--- src/design/scatr_pkg.sv ---
package scatr_pkg;

    // Parse phases of one Answer-to-Reset.
    typedef enum logic [2:0] {
        PH_TS,
        PH_T0,
        PH_IFACE,
        PH_HIST,
        PH_TCK,
        PH_DRAIN
    } phase_t;

    // Result error codes.
    localparam logic [2:0] ERR_NONE  = 3'd0;
    localparam logic [2:0] ERR_TS    = 3'd1;
    localparam logic [2:0] ERR_TD    = 3'd2;
    localparam logic [2:0] ERR_TA2   = 3'd3;
    localparam logic [2:0] ERR_LONG  = 3'd4;
    localparam logic [2:0] ERR_TRUNC = 3'd5;

    // TS byte values.
    localparam logic [7:0] TS_INVERSE = 8'h3F;
    localparam logic [7:0] TS_DIRECT  = 8'h3B;

    // Coding conventions.
    localparam logic [1:0] CONV_NONE    = 2'd0;
    localparam logic [1:0] CONV_DIRECT  = 2'd1;
    localparam logic [1:0] CONV_INVERSE = 2'd2;

    // Available protocol mask bits.
    localparam logic [3:0] PROT_T0  = 4'h1;
    localparam logic [3:0] PROT_T1  = 4'h2;
    localparam logic [3:0] PROT_T15 = 4'h8;

    // Default protocol codes.
    localparam logic [1:0] DEF_NONE = 2'd0;
    localparam logic [1:0] DEF_T0   = 2'd1;
    localparam logic [1:0] DEF_T1   = 2'd2;

    // Protocol numbers carried in the low nibble of TD and TA2.
    localparam logic [3:0] TNUM_T0  = 4'd0;
    localparam logic [3:0] TNUM_T1  = 4'd1;
    localparam logic [3:0] TNUM_T15 = 4'd15;

    localparam logic [5:0] COUNT_MAX = 6'd63;

    typedef struct packed {
        phase_t     phase;
        logic [3:0] presence_mask;
        logic [5:0] group_index;
        logic [3:0] remaining_history;
        logic [3:0] history_count;
        logic [5:0] byte_count;
        logic [4:0] ta_low_nibble;
        logic [1:0] current_protocol;
        logic [3:0] protocol_mask;
        logic [1:0] coding_convention;
    } state_t;

    localparam state_t RESET_STATE = '{
        phase:             PH_TS,
        presence_mask:     4'd0,
        group_index:       6'd1,
        remaining_history: 4'd0,
        history_count:     4'd0,
        byte_count:        6'd0,
        ta_low_nibble:     5'd0,
        current_protocol:  DEF_NONE,
        protocol_mask:     4'd0,
        coding_convention: CONV_NONE
    };

    typedef struct packed {
        logic       decode_ok;
        logic [2:0] error_code;
        logic [1:0] default_protocol;
        logic [3:0] available_protocols;
        logic [1:0] convention;
        logic [3:0] history_length;
        logic [5:0] atr_length;
    } result_t;

endpackage

--- src/design/smart_card_atr_parser.sv ---
// Streaming Answer-to-Reset parser for ISO 7816-3 smart cards.
// The byte channel (byte_valid / byte_stall) carries one ATR byte per
// transaction, starting with TS; is_last marks the final byte supplied for
// this ATR, after which the parser rearms for the next one.
// The result channel (result_valid / result_stall) carries at most one
// transaction per ATR: the decoded summary on success, or an error code as
// soon as the ATR is found to be bad or ends early. Bytes that follow a
// result are dropped until is_last arrives.
// Each accepted byte lands in an input register and, once it may advance, is
// decoded by one pass of combinational logic into the result register, from
// which the result is offered on the result channel.
// Throughput is one byte per cycle; the only limit is the result register.
// When the receiver stalls with a result pending, the parser keeps taking
// bytes that produce no result and only holds off a byte that would
// produce a second result; byte_stall then rises.
// Reset clears the parse state to "expect TS" and empties both registers.
module smart_card_atr_parser #(
    parameter int MAX_ATR_BYTES = 33
) (
    input  logic       clk,
    input  logic       rst_n,
    input  logic       byte_valid,
    output logic       byte_stall,
    input  logic [7:0] atr_byte,
    input  logic       is_last,
    output logic       result_valid,
    input  logic       result_stall,
    output logic       decode_ok,
    output logic [2:0] error_code,
    output logic [1:0] default_protocol,
    output logic [3:0] available_protocols,
    output logic [1:0] convention,
    output logic [3:0] history_length,
    output logic [5:0] atr_length
);

    logic               in_valid_reg;
    logic [7:0]         in_byte_reg;
    logic               in_last_reg;
    scatr_pkg::state_t  state_reg;
    scatr_pkg::state_t  state_next;
    logic               emit;
    logic               advance;
    scatr_pkg::result_t step_result;
    logic               out_valid_reg;
    scatr_pkg::result_t out_reg;

    scatr_step #(
        .MAX_ATR_BYTES(MAX_ATR_BYTES)
    ) u_step (
        .state_cur (state_reg),
        .atr_byte  (in_byte_reg),
        .is_last   (in_last_reg),
        .state_new (state_next),
        .emit      (emit),
        .result    (step_result)
    );

    // The buffered byte waits only if it would produce a result while the
    // result register is still held by the receiver.
    assign advance    = in_valid_reg && !(emit && out_valid_reg && result_stall);
    assign byte_stall = in_valid_reg && !advance;

    always_ff @(posedge clk or negedge rst_n)
    begin
        if (!rst_n)
        begin
            in_valid_reg <= 1'b0;
        end
        else if (!byte_stall)
        begin
            in_valid_reg <= byte_valid;
        end
    end

    always_ff @(posedge clk)
    begin
        if (!byte_stall && byte_valid)
        begin
            in_byte_reg <= atr_byte;
            in_last_reg <= is_last;
        end
    end

    always_ff @(posedge clk or negedge rst_n)
    begin
        if (!rst_n)
        begin
            state_reg <= scatr_pkg::RESET_STATE;
        end
        else if (advance)
        begin
            state_reg <= state_next;
        end
    end

    always_ff @(posedge clk or negedge rst_n)
    begin
        if (!rst_n)
        begin
            out_valid_reg <= 1'b0;
        end
        else if (advance && emit)
        begin
            out_valid_reg <= 1'b1;
        end
        else if (!result_stall)
        begin
            out_valid_reg <= 1'b0;
        end
    end

    always_ff @(posedge clk)
    begin
        if (advance && emit)
        begin
            out_reg <= step_result;
        end
    end

    assign result_valid        = out_valid_reg;
    assign decode_ok           = out_reg.decode_ok;
    assign error_code          = out_reg.error_code;
    assign default_protocol    = out_reg.default_protocol;
    assign available_protocols = out_reg.available_protocols;
    assign convention          = out_reg.convention;
    assign history_length      = out_reg.history_length;
    assign atr_length          = out_reg.atr_length;

endmodule

--- src/design/scatr_step.sv ---
module scatr_step #(
    parameter int MAX_ATR_BYTES = 33
) (
    input  scatr_pkg::state_t  state_cur,
    input  logic [7:0]         atr_byte,
    input  logic               is_last,
    output scatr_pkg::state_t  state_new,
    output logic               emit,
    output scatr_pkg::result_t result
);

    localparam logic [5:0] MAX_BYTES = 6'(MAX_ATR_BYTES);

    typedef struct packed {
        scatr_pkg::state_t s;
        logic              busy;
        logic [2:0]        err;
    } step_t;

    // Closes an interface group; y is the presence nibble of the next group.
    function automatic step_t end_group(input scatr_pkg::state_t s, input logic [3:0] y);
        step_t r;
        r.s    = s;
        r.busy = 1'b1;
        r.err  = scatr_pkg::ERR_NONE;
        if (s.byte_count > MAX_BYTES) begin
            r.busy = 1'b0;
            r.err  = scatr_pkg::ERR_LONG;
        end else if (y != 4'd0) begin
            if (s.group_index != scatr_pkg::COUNT_MAX) begin
                r.s.group_index = s.group_index + 6'd1;
            end
            r.s.presence_mask = y;
            r.s.ta_low_nibble = 5'd0;
            r.s.phase         = scatr_pkg::PH_IFACE;
        end else begin
            if (s.current_protocol == scatr_pkg::DEF_NONE) begin
                r.s.current_protocol = scatr_pkg::DEF_T0;
                r.s.protocol_mask    = s.protocol_mask | scatr_pkg::PROT_T0;
            end
            if (s.history_count != 4'd0) begin
                r.s.remaining_history = s.history_count;
                r.s.phase             = scatr_pkg::PH_HIST;
            end else if ((r.s.protocol_mask & scatr_pkg::PROT_T1) != 4'd0) begin
                r.s.phase = scatr_pkg::PH_TCK;
            end else begin
                r.busy = 1'b0;
            end
        end
        return r;
    endfunction

    function automatic step_t take_td(input scatr_pkg::state_t s, input logic [7:0] b);
        step_t             r;
        scatr_pkg::state_t t;
        logic              fail;
        logic [2:0]        code;
        t    = s;
        fail = 1'b0;
        code = scatr_pkg::ERR_NONE;
        if (t.current_protocol == scatr_pkg::DEF_NONE) begin
            priority if (b[3:0] == scatr_pkg::TNUM_T0) begin
                t.current_protocol = scatr_pkg::DEF_T0;
            end else if (b[3:0] == scatr_pkg::TNUM_T1) begin
                t.current_protocol = scatr_pkg::DEF_T1;
            end else begin
                fail = 1'b1;
                code = scatr_pkg::ERR_TD;
            end
        end
        if (!fail) begin
            priority if (b[3:0] == scatr_pkg::TNUM_T0) begin
                t.protocol_mask = t.protocol_mask | scatr_pkg::PROT_T0;
            end else if (b[3:0] == scatr_pkg::TNUM_T1) begin
                t.protocol_mask = t.protocol_mask | scatr_pkg::PROT_T1;
            end else if (b[3:0] == scatr_pkg::TNUM_T15) begin
                t.protocol_mask = t.protocol_mask | scatr_pkg::PROT_T15;
            end else begin
                t.protocol_mask = t.protocol_mask;
            end
            // A TA2 takes effect only once TD2 confirms the group.
            if (t.group_index == 6'd2 && t.ta_low_nibble[4]) begin
                priority if (t.ta_low_nibble[3:0] == scatr_pkg::TNUM_T0) begin
                    t.current_protocol = scatr_pkg::DEF_T0;
                    t.protocol_mask    = scatr_pkg::PROT_T0;
                end else if (t.ta_low_nibble[3:0] == scatr_pkg::TNUM_T1) begin
                    t.current_protocol = scatr_pkg::DEF_T1;
                    t.protocol_mask    = scatr_pkg::PROT_T1;
                end else begin
                    fail = 1'b1;
                    code = scatr_pkg::ERR_TA2;
                end
            end
        end
        if (fail) begin
            r.s    = t;
            r.busy = 1'b0;
            r.err  = code;
        end else begin
            t.presence_mask = 4'd0;
            r = end_group(t, b[7:4]);
        end
        return r;
    endfunction

    function automatic step_t take_iface(input scatr_pkg::state_t s, input logic [7:0] b);
        step_t             r;
        scatr_pkg::state_t t;
        logic              check_end;
        t         = s;
        check_end = 1'b1;
        r.s       = s;
        r.busy    = 1'b1;
        r.err     = scatr_pkg::ERR_NONE;
        priority if (s.presence_mask[0]) begin
            t.presence_mask = s.presence_mask & 4'hE;
            t.ta_low_nibble = {1'b1, b[3:0]};
        end else if (s.presence_mask[1]) begin
            t.presence_mask = s.presence_mask & 4'hC;
        end else if (s.presence_mask[2]) begin
            t.presence_mask = s.presence_mask & 4'h8;
        end else if (s.presence_mask[3]) begin
            check_end = 1'b0;
            r = take_td(s, b);
        end else begin
            check_end = 1'b0;
            r = end_group(s, 4'd0);
        end
        if (check_end) begin
            if (t.presence_mask == 4'd0) begin
                r = end_group(t, 4'd0);
            end else begin
                r.s = t;
            end
        end
        return r;
    endfunction

    scatr_pkg::state_t cur;
    step_t             sr;

    always_comb begin
        cur = state_cur;
        if (state_cur.byte_count != scatr_pkg::COUNT_MAX) begin
            cur.byte_count = state_cur.byte_count + 6'd1;
        end
        sr.s    = cur;
        sr.busy = 1'b1;
        sr.err  = scatr_pkg::ERR_NONE;
        unique case (state_cur.phase)
            scatr_pkg::PH_TS:
            begin
                priority if (atr_byte == scatr_pkg::TS_INVERSE) begin
                    sr.s.coding_convention = scatr_pkg::CONV_INVERSE;
                    sr.s.phase             = scatr_pkg::PH_T0;
                end else if (atr_byte == scatr_pkg::TS_DIRECT) begin
                    sr.s.coding_convention = scatr_pkg::CONV_DIRECT;
                    sr.s.phase             = scatr_pkg::PH_T0;
                end else begin
                    sr.busy = 1'b0;
                    sr.err  = scatr_pkg::ERR_TS;
                end
            end
            scatr_pkg::PH_T0:
            begin
                sr.s.history_count = atr_byte[3:0];
                sr.s.group_index   = 6'd1;
                sr.s.ta_low_nibble = 5'd0;
                sr.s.presence_mask = atr_byte[7:4];
                if (atr_byte[7:4] == 4'd0) begin
                    sr = end_group(sr.s, 4'd0);
                end else begin
                    sr.s.phase = scatr_pkg::PH_IFACE;
                end
            end
            scatr_pkg::PH_IFACE:
            begin
                sr = take_iface(cur, atr_byte);
            end
            scatr_pkg::PH_HIST:
            begin
                if (cur.remaining_history != 4'd0) begin
                    sr.s.remaining_history = cur.remaining_history - 4'd1;
                end
                if (sr.s.remaining_history == 4'd0) begin
                    if ((cur.protocol_mask & scatr_pkg::PROT_T1) != 4'd0) begin
                        sr.s.phase = scatr_pkg::PH_TCK;
                    end else begin
                        sr.busy = 1'b0;
                    end
                end
            end
            default:
            begin
                // TCK is consumed without a check.
                sr.busy = 1'b0;
            end
        endcase

        if (sr.busy && is_last) begin
            sr.busy = 1'b0;
            sr.err  = scatr_pkg::ERR_TRUNC;
        end

        if (state_cur.phase == scatr_pkg::PH_DRAIN) begin
            // Bytes after a result are dropped until the last one rearms.
            emit      = 1'b0;
            state_new = state_cur;
            if (is_last) begin
                state_new = scatr_pkg::RESET_STATE;
            end
        end else begin
            emit      = !sr.busy;
            state_new = sr.s;
            if (emit) begin
                if (is_last) begin
                    state_new = scatr_pkg::RESET_STATE;
                end else begin
                    state_new.phase = scatr_pkg::PH_DRAIN;
                end
            end
        end

        result.atr_length = cur.byte_count;
        if (sr.err == scatr_pkg::ERR_NONE) begin
            result.decode_ok           = 1'b1;
            result.error_code          = scatr_pkg::ERR_NONE;
            result.default_protocol    = sr.s.current_protocol;
            result.available_protocols = sr.s.protocol_mask;
            result.convention          = sr.s.coding_convention;
            result.history_length      = sr.s.history_count;
        end else begin
            result.decode_ok           = 1'b0;
            result.error_code          = sr.err;
            result.default_protocol    = scatr_pkg::DEF_NONE;
            result.available_protocols = 4'd0;
            result.convention          = scatr_pkg::CONV_NONE;
            result.history_length      = 4'd0;
        end
    end

endmodule

--- config.mk ---
export PLATFORM = sky130hd
export DESIGN_NAME = smart_card_atr_parser
export DESIGN_NICKNAME = d
export VERILOG_FILES = /design/src/design/scatr_pkg.sv /design/src/design/smart_card_atr_parser.sv /design/src/design/scatr_step.sv
export SDC_FILE = /design/constraint.sdc
export NUM_CORES = 1
export LEC_CHECK = 0
export ABC_AREA = 1
export BUFFER_PORTS_ARGS = -buffer_cell sky130_fd_sc_hd__buf_2
export CORE_MARGIN = 2
export CORE_UTILIZATION = 30
export CTS_CLUSTER_SIZE = 16
export DETAILED_ROUTE_END_ITERATION = 10
export PLACE_DENSITY = 0.5
export SETUP_SLACK_MARGIN = 0.15
export SYNTH_ARGS = -nofsm -noshare
export SYNTH_HDL_FRONTEND = slang
export SYNTH_HIERARCHICAL = 1
export SYNTH_SLANG_ARGS = --single-unit
--- constraint.sdc ---
create_clock -name clk -period 6.1 [get_ports clk]
set_input_delay 1.83 -clock clk [delete_from_list [all_inputs] [get_ports clk]]
set_output_delay 1.83 -clock clk [all_outputs]
set_load 0.02 [all_outputs]
* Word-level counts from Yosys, hierarchy flattened
Cells that the tools add are included.
** Storage, ports and cells
- Bits in registers :: 73
- Input port bits :: 13
- Output and inout bits :: 24
- Word-level logic and storage cells :: 236
** Cells by class
- Add/sub/neg operators :: 3
- $lt $le $gt $ge :: 1
- Eq/ne operators :: 31
- Muxes and demuxes :: 153
- Reduce and logical (&&, ||, !) cells :: 27
** Operators with widths (count)
- 2-to-1 mux 44 bit :: 6
- 2-to-1 mux 6 bit :: 36
- 2-to-1 mux 40 bit :: 4
- 2-to-1 mux 3 bit :: 32
- 2-to-1 mux 4 bit :: 15
- inequality test 5 bit, second input constant :: 9
- one-hot mux 21 bit (2 select lines) :: 1
- 2-to-1 mux 1 bit :: 39
- 2-to-1 mux 37 bit :: 1
- inequality test 6 bit, second input constant :: 6
- 2-to-1 mux 31 bit :: 1
- zero test 4 bit :: 5
- one-hot mux 10 bit (2 select lines) :: 1
- AND reduction 19 bit :: 1
- 2-to-1 mux 17 bit :: 1
- == test 8 x 6 -> 1 bit, second input constant :: 2
- 2-to-1 mux 16 bit :: 1
- nonzero test 4 bit :: 4
- adder 6 x 1 -> 6 bit, second input constant :: 2
- 2-to-1 mux 2 bit :: 6
- one-hot mux 3 bit (4 select lines) :: 1
- one-hot mux 4 bit (3 select lines) :: 1
- 2-to-1 mux 11 bit :: 1
- 2-to-1 mux 10 bit :: 1
- 22 further kinds :: 38

* Longest topological paths before layout
- Depth after elaboration :: 49
- Gate-level depth with buffers :: 21
- Gate-level depth less buffers :: 21

* Cells and area by module
The synthesis kept the hierarchy.
** Modules (own cells, without submodules)
- smart_card_atr_parser :: instances 1, cells an instance 217, area each 2611.3 um^2, sequential area each 1983.2 um^2
- scatr_step :: instances 1, cells an instance 509, area each 2575.0 um^2, sequential area each 0.0 um^2

* Worst setup path before layout
OpenSTA, ideal clock, no wires.
- Kind :: in2out
- Start point :: input result_stall
- End point :: output byte_stall
- Arrival :: 2285 ps
- Required time :: 4270 ps
- Slack :: 1985 ps
- Cell stages on the path :: 2
- Path buffers :: 0
- Cells stage by stage :: nand3_2 nor2_1
** Between the ends
- Word-level cells in the longest chain between the ends :: 5
** Ends and longest elaborated chain
- start: declaration :: line smart_card_atr_parser.sv:27 : input logic result_stall,
- logical AND 1 bit :: line smart_card_atr_parser.sv:61 : assign advance = in_valid_reg && !(emit && out_valid_reg && result_stall);
- zero test 1 bit :: line smart_card_atr_parser.sv:61
- logical AND 1 bit :: line smart_card_atr_parser.sv:61
- zero test 1 bit :: line smart_card_atr_parser.sv:62 : assign byte_stall = in_valid_reg && !advance;
- logical AND 1 bit :: line smart_card_atr_parser.sv:62
- end: declaration :: line smart_card_atr_parser.sv:23 : output logic byte_stall,
Every way passes these cells.

* Worst setup path in the final report
- Start point :: register state_reg[27] (netlist name)
- End point :: output byte_stall
** Between the ends
- Word-level cells in the longest chain between the ends :: 40
- Elaborated cells on any way between the ends :: 47
- Classes of those cells :: 1 x eq/ne; 37 x mux; 9 x reduce/logical
** Ends and longest elaborated chain
- start: declaration :: line smart_card_atr_parser.sv:40 : scatr_pkg::state_t state_reg;
- start signal: assignment :: line smart_card_atr_parser.sv:89 : state_reg <= scatr_pkg::RESET_STATE;
- start signal: assignment :: line smart_card_atr_parser.sv:93 : state_reg <= state_next;
- == test 6 x 2 -> 1 bit (*) :: line scatr_step.sv:82 : if (t.group_index == 6'd2 && t.ta_low_nibble[4]) begin
- logical AND 1 bit (*) :: line scatr_step.sv:82
- 2-to-1 mux 6 bit :: line scatr_step.sv:82
- 2-to-1 mux 6 bit :: line scatr_step.sv:71 : if (!fail) begin
- 2-to-1 mux 6 bit :: line scatr_step.sv:122 : end else if (s.presence_mask[3]) begin
- 2-to-1 mux 6 bit :: line scatr_step.sv:120 : end else if (s.presence_mask[2]) begin
- 2-to-1 mux 6 bit :: line scatr_step.sv:118 : end else if (s.presence_mask[1]) begin
- 2-to-1 mux 6 bit :: line scatr_step.sv:115 : priority if (s.presence_mask[0]) begin
- (+24 left out)
- zero test 1 bit (*) :: line scatr_step.sv:213 : emit = !sr.busy;
- 2-to-1 mux 1 bit (*) :: line scatr_step.sv:205 : if (state_cur.phase == scatr_pkg::PH_DRAIN) begin
- via emit :: line smart_card_atr_parser.sv:42 : logic emit;
- logical AND 1 bit (*) (2 in a row) :: line smart_card_atr_parser.sv:61
- zero test 1 bit (*) :: line smart_card_atr_parser.sv:61
- logical AND 1 bit (*) :: line smart_card_atr_parser.sv:61
- zero test 1 bit (*) :: line smart_card_atr_parser.sv:62
- logical AND 1 bit (*) :: line smart_card_atr_parser.sv:62
The timed path passes the listed nets; every way through them passes the cells marked *. The select of a mux whose other input is x is not followed.

==> parameters.txt <==
Parameter                              Value

Timing
  Hold Violations, Final    0
  Final setup margin    1.27 ns
  Setup Total Neg Slack    0 ns
  Setup repair after global routing missed its margin    no
  Final worst path period share    79.2%
  Final Max Tran Viols    0
  Final Setup Violations    0
  Worst-case headroom to the max-slew limit    29.5%
  Minimum clock period after layout    4.83 ns
  Top achievable clock speed    207 MHz
  Pin slew with the least headroom to its limit    1.06 ns
  Fin Clk Skew    0.00776 ns

Synth
  Commonest cells post-synth    sky130_fd_sc_hd__nand2_1, sky130_fd_sc_hd__inv_1, sky130_fd_sc_hd__nand3_1, sky130_fd_sc_hd__nor2_1, sky130_fd_sc_hd__dfrtp_1
  Average footprint of a synthesized cell    7.14 µm²
  Area share of the largest cell type after synthesis    19.8%
  Sequential fraction of the synthesis area    38.2%
  #FFs+latches synth    73
  Leading area contributor after synthesis    sky130_fd_sc_hd__dfrtp_1
  Post-synth EDFFs    31
  Cells taking the most area after synthesis    sky130_fd_sc_hd__dfrtp_1, sky130_fd_sc_hd__edfxtp_1, sky130_fd_sc_hd__nand2_1
  Most instantiated flip-flop cell in the synthesis netlist    sky130_fd_sc_hd__dfrtp_1
  Total nets after synthesis    743
  Most common cell in the netlist    sky130_fd_sc_hd__nand2_1
  Cell area after synthesis    5190 µm²
  Synth async-reset ratio    57.5%
  Netlist cell types    45
  Synthesis warning total    6
  Post-Synthesis Cells    726

Floorplan
  Number of primary I/O pins    37
  Placement Rows    48
  Die outline width    135 µm
  Initial standard-cell utilization of the core    30.3%
  Die area    18,400 µm²
  Core region area    17,100 µm²
  Vertical die dimension    135 µm

Setup path
  Worst R2R Path Depth    19
  Capture point of the critical path    byte_stall
  Worst Setup Path Type    flop to output pin
  Critical path launch point    state_reg[27]$_DFFE_PN1P_
  Worst setup slack for register-to-register paths    2.14 ns
  Endpoint kind of the worst setup timing path    output pin
  Endpoint required time on the critical path    4.27 ns
  Startpoint type of the worst setup path    flop
  WP data arrival    3.00 ns
  Largest driver fanout on the critical path    11
  Startpoint of the most critical register-to-register path    state_reg[27]$_DFFE_PN1P_
  Capture instance of the worst register-to-register path    state_reg[1]$_DFFE_PN0P_

Route
  Number of search-and-repair iterations in the first detailed-routing pass    5
  Wire length after detailed routing    15,000 µm
  DR vias    4,873
  DRT antenna net count    0
  Vias/cell    4.97
  Drt first-iter violations    371
  Drt drc    0
  Average detailed-routed wire length per instance    15.3 µm

Clocking
  Clock sink total    73
  Maximum level of the CTS H-tree    3
  Clock-pin transition on the worst setup and hold timing paths    0.06 ns
  Post-CTS setup repair buffer count    0
  Number of hold-repair buffers added at the cts stage    0
  TritonCTS clock tree    yes
  Clock insertion delay at the later pin of the skew report    0.35 ns
  Number of buffers on the longest clock path    2
  Gates resized, CTS repair    0
  Number of buffers created by CTS    9
  Root buffer cell    sky130_fd_sc_hd__clkbuf_16

Layout
  # diodes    0
  Final Util    34.3%
  Area growth from synthesis to final layout    13.1%
  Post-route cell area    5870 µm²
  Max FFs per register    40
  Layout cell share with drive strength beyond 1    14.3%
  Layout Nets    768

Power and ir drop
  Total design power    2490 µW
  Leak Pwr    0.00268 µW
  Reg power frac    30.9%
  Worst IR Drop VDD    0.192 mV
  P_sw    1120 µW
  Internal power summed over all cells    1370 µW
  Portion of total power attributed to the clock network    25.1%
  Combinational fraction of design power    44.1%
  Power density of the placed cells    424 nW/µm²
  Switching fraction of total power    44.9%

Placement
  Pre-CTS setup slack    1.64 ns
  RePlAce Congestion    0.906
  DP Area    5530 µm²
  Count of buffers from port buffering    36
  Sum of net half-perimeters after detailed placement    10,300 µm

Global route
  Largest net degree at the start of global routing    43
  Via count of the first global-routing pass    4,510
  Global-route wire length before repair    24,400 µm
  Total global-route track usage    17.1%
  Overflow after GRT    0
  Antenna violations before repair    0

Status
  Status    finished, final reports clean

Run
  Number of max-capacitance violations reported    0

Min path
  Worst Hold Class    flop to flop
[routing by layer]
| metal | GRT usage [%] | vias up | share of wire [%] |
|---|---|---|---|
| met5 | 0 | - | 0 |
| met4 | 5.32 | 0 | 1.6 |
| met3 | 3.55 | 16 | 6.5 |
| met2 | 25.9 | 162 | 44 |
| met1 | 24.6 | 2261 | 48 |
| li1 | - | 2434 | - |
[critical path: stages (launching register included)]
cell,delay (ns)
sky130_fd_sc_hd__dfstp_2,0.39
sky130_fd_sc_hd__inv_1,0.11
sky130_fd_sc_hd__ha_1,0.15
sky130_fd_sc_hd__nand2_1,0.05
sky130_fd_sc_hd__nor2_1,0.25
sky130_fd_sc_hd__nand2_1,0.14
sky130_fd_sc_hd__nor2_1,0.22
sky130_fd_sc_hd__nor2_2,0.12
sky130_fd_sc_hd__nand2_4,0.10
sky130_fd_sc_hd__nor2_4,0.07
sky130_fd_sc_hd__nand2_1,0.07
sky130_fd_sc_hd__nand2_1,0.06
sky130_fd_sc_hd__nand2_2,0.07
sky130_fd_sc_hd__nand3_4,0.11
sky130_fd_sc_hd__a21oi_1,0.23
sky130_fd_sc_hd__nand3_2,0.19
sky130_fd_sc_hd__nor2_1,0.15
sky130_fd_sc_hd__buf_2,0.18
[worst min path at each step]
stage                              start                         to  slack (ns)  cells past startpoint
2_1_floorplan  state_reg[36]$_DFFE_PN0P_  state_reg[36]$_DFFE_PN0P_        0.44                      2
3_3_place_gp    state_reg[5]$_DFFE_PN0P_   state_reg[5]$_DFFE_PN0P_        0.46                      2
3_5_place_dp    state_reg[5]$_DFFE_PN0P_   state_reg[5]$_DFFE_PN0P_        0.46                      2
4_1_cts         state_reg[5]$_DFFE_PN0P_   state_reg[5]$_DFFE_PN0P_        0.47                      2
5_1_grt         state_reg[5]$_DFFE_PN0P_   state_reg[5]$_DFFE_PN0P_        0.50                      2
6_report        state_reg[5]$_DFFE_PN0P_   state_reg[5]$_DFFE_PN0P_        0.47                      2
[power groups by stage]
stage / Clock, µW / Sequential [µW] / Combinational [µW]
2_1_floorplan: 0 / 809 / 787
3_3_place_gp: 0 / 776 / 1100
3_5_place_dp: 0 / 777 / 1090
4_1_cts: 638 / 769 / 1090
5_1_grt: 655 / 788 / 1220
6_report: 623 / 768 / 1100
[cell families (layout without fill, tap and decap cells)]
kind of cell | count (synthesis) | in the layout | synth area share [%]
xor+xnor | 3 | 3 | 0.507
fa+ha+maj | 4 | 4 | 0.965
flops | 73 | 73 | 38.2
compound gates | 109 | 109 | 13.1
buf+inv | 110 | 140 | 9.02
simple gates | 427 | 427 | 38.2
[stage by stage]
step	hold WS, ns	cells
after CTS	0.473	981
after global placement	0.456	965
after floorplan	0.437	726
final	0.470	981
after detailed placement	0.459	965
after global routing	0.503	981
[area by class of cell]
cell class / instances / area, µm²
tap: 225 / 282
multi-input combinational: 543 / 2740
clock buffer: 10 / 229
fill: 1866 / 11200
inverter: 84 / 315
timing repair buffer: 40 / 210
sequential: 73 / 1980
clock inverter: 6 / 114
[placed cells by master (no fill, tap or decap), types with 3 or more instances in the layout]
master                      count
sky130_fd_sc_hd__clkbuf_16      9
sky130_fd_sc_hd__edfxtp_1      31
sky130_fd_sc_hd__bufinv_16      3
sky130_fd_sc_hd__nand3_2        3
sky130_fd_sc_hd__o22ai_1        6
sky130_fd_sc_hd__inv_2          7
sky130_fd_sc_hd__nor2_2         5
sky130_fd_sc_hd__o31ai_1        4
sky130_fd_sc_hd__buf_4          4
sky130_fd_sc_hd__nor3_1         6
sky130_fd_sc_hd__a32oi_1        4
sky130_fd_sc_hd__o21bai_1       3
sky130_fd_sc_hd__o21ai_2        3
sky130_fd_sc_hd__a21oi_1       29
sky130_fd_sc_hd__nand2_4        4
sky130_fd_sc_hd__nand2_2        6
sky130_fd_sc_hd__o211ai_1      13
sky130_fd_sc_hd__a211oi_1       5
sky130_fd_sc_hd__nand3_4        3
sky130_fd_sc_hd__nor2_4        12
sky130_fd_sc_hd__inv_1         76
sky130_fd_sc_hd__nand4_1        5
sky130_fd_sc_hd__ha_1           4
sky130_fd_sc_hd__o21ai_0       29
sky130_fd_sc_hd__a31oi_1        6
sky130_fd_sc_hd__nand2_1      228
sky130_fd_sc_hd__xor2_1         3
sky130_fd_sc_hd__dfrtp_1       41
sky130_fd_sc_hd__buf_2         36
sky130_fd_sc_hd__nor2_1        74
sky130_fd_sc_hd__nand3_1       74
Power figures use the tool's default switching activity.
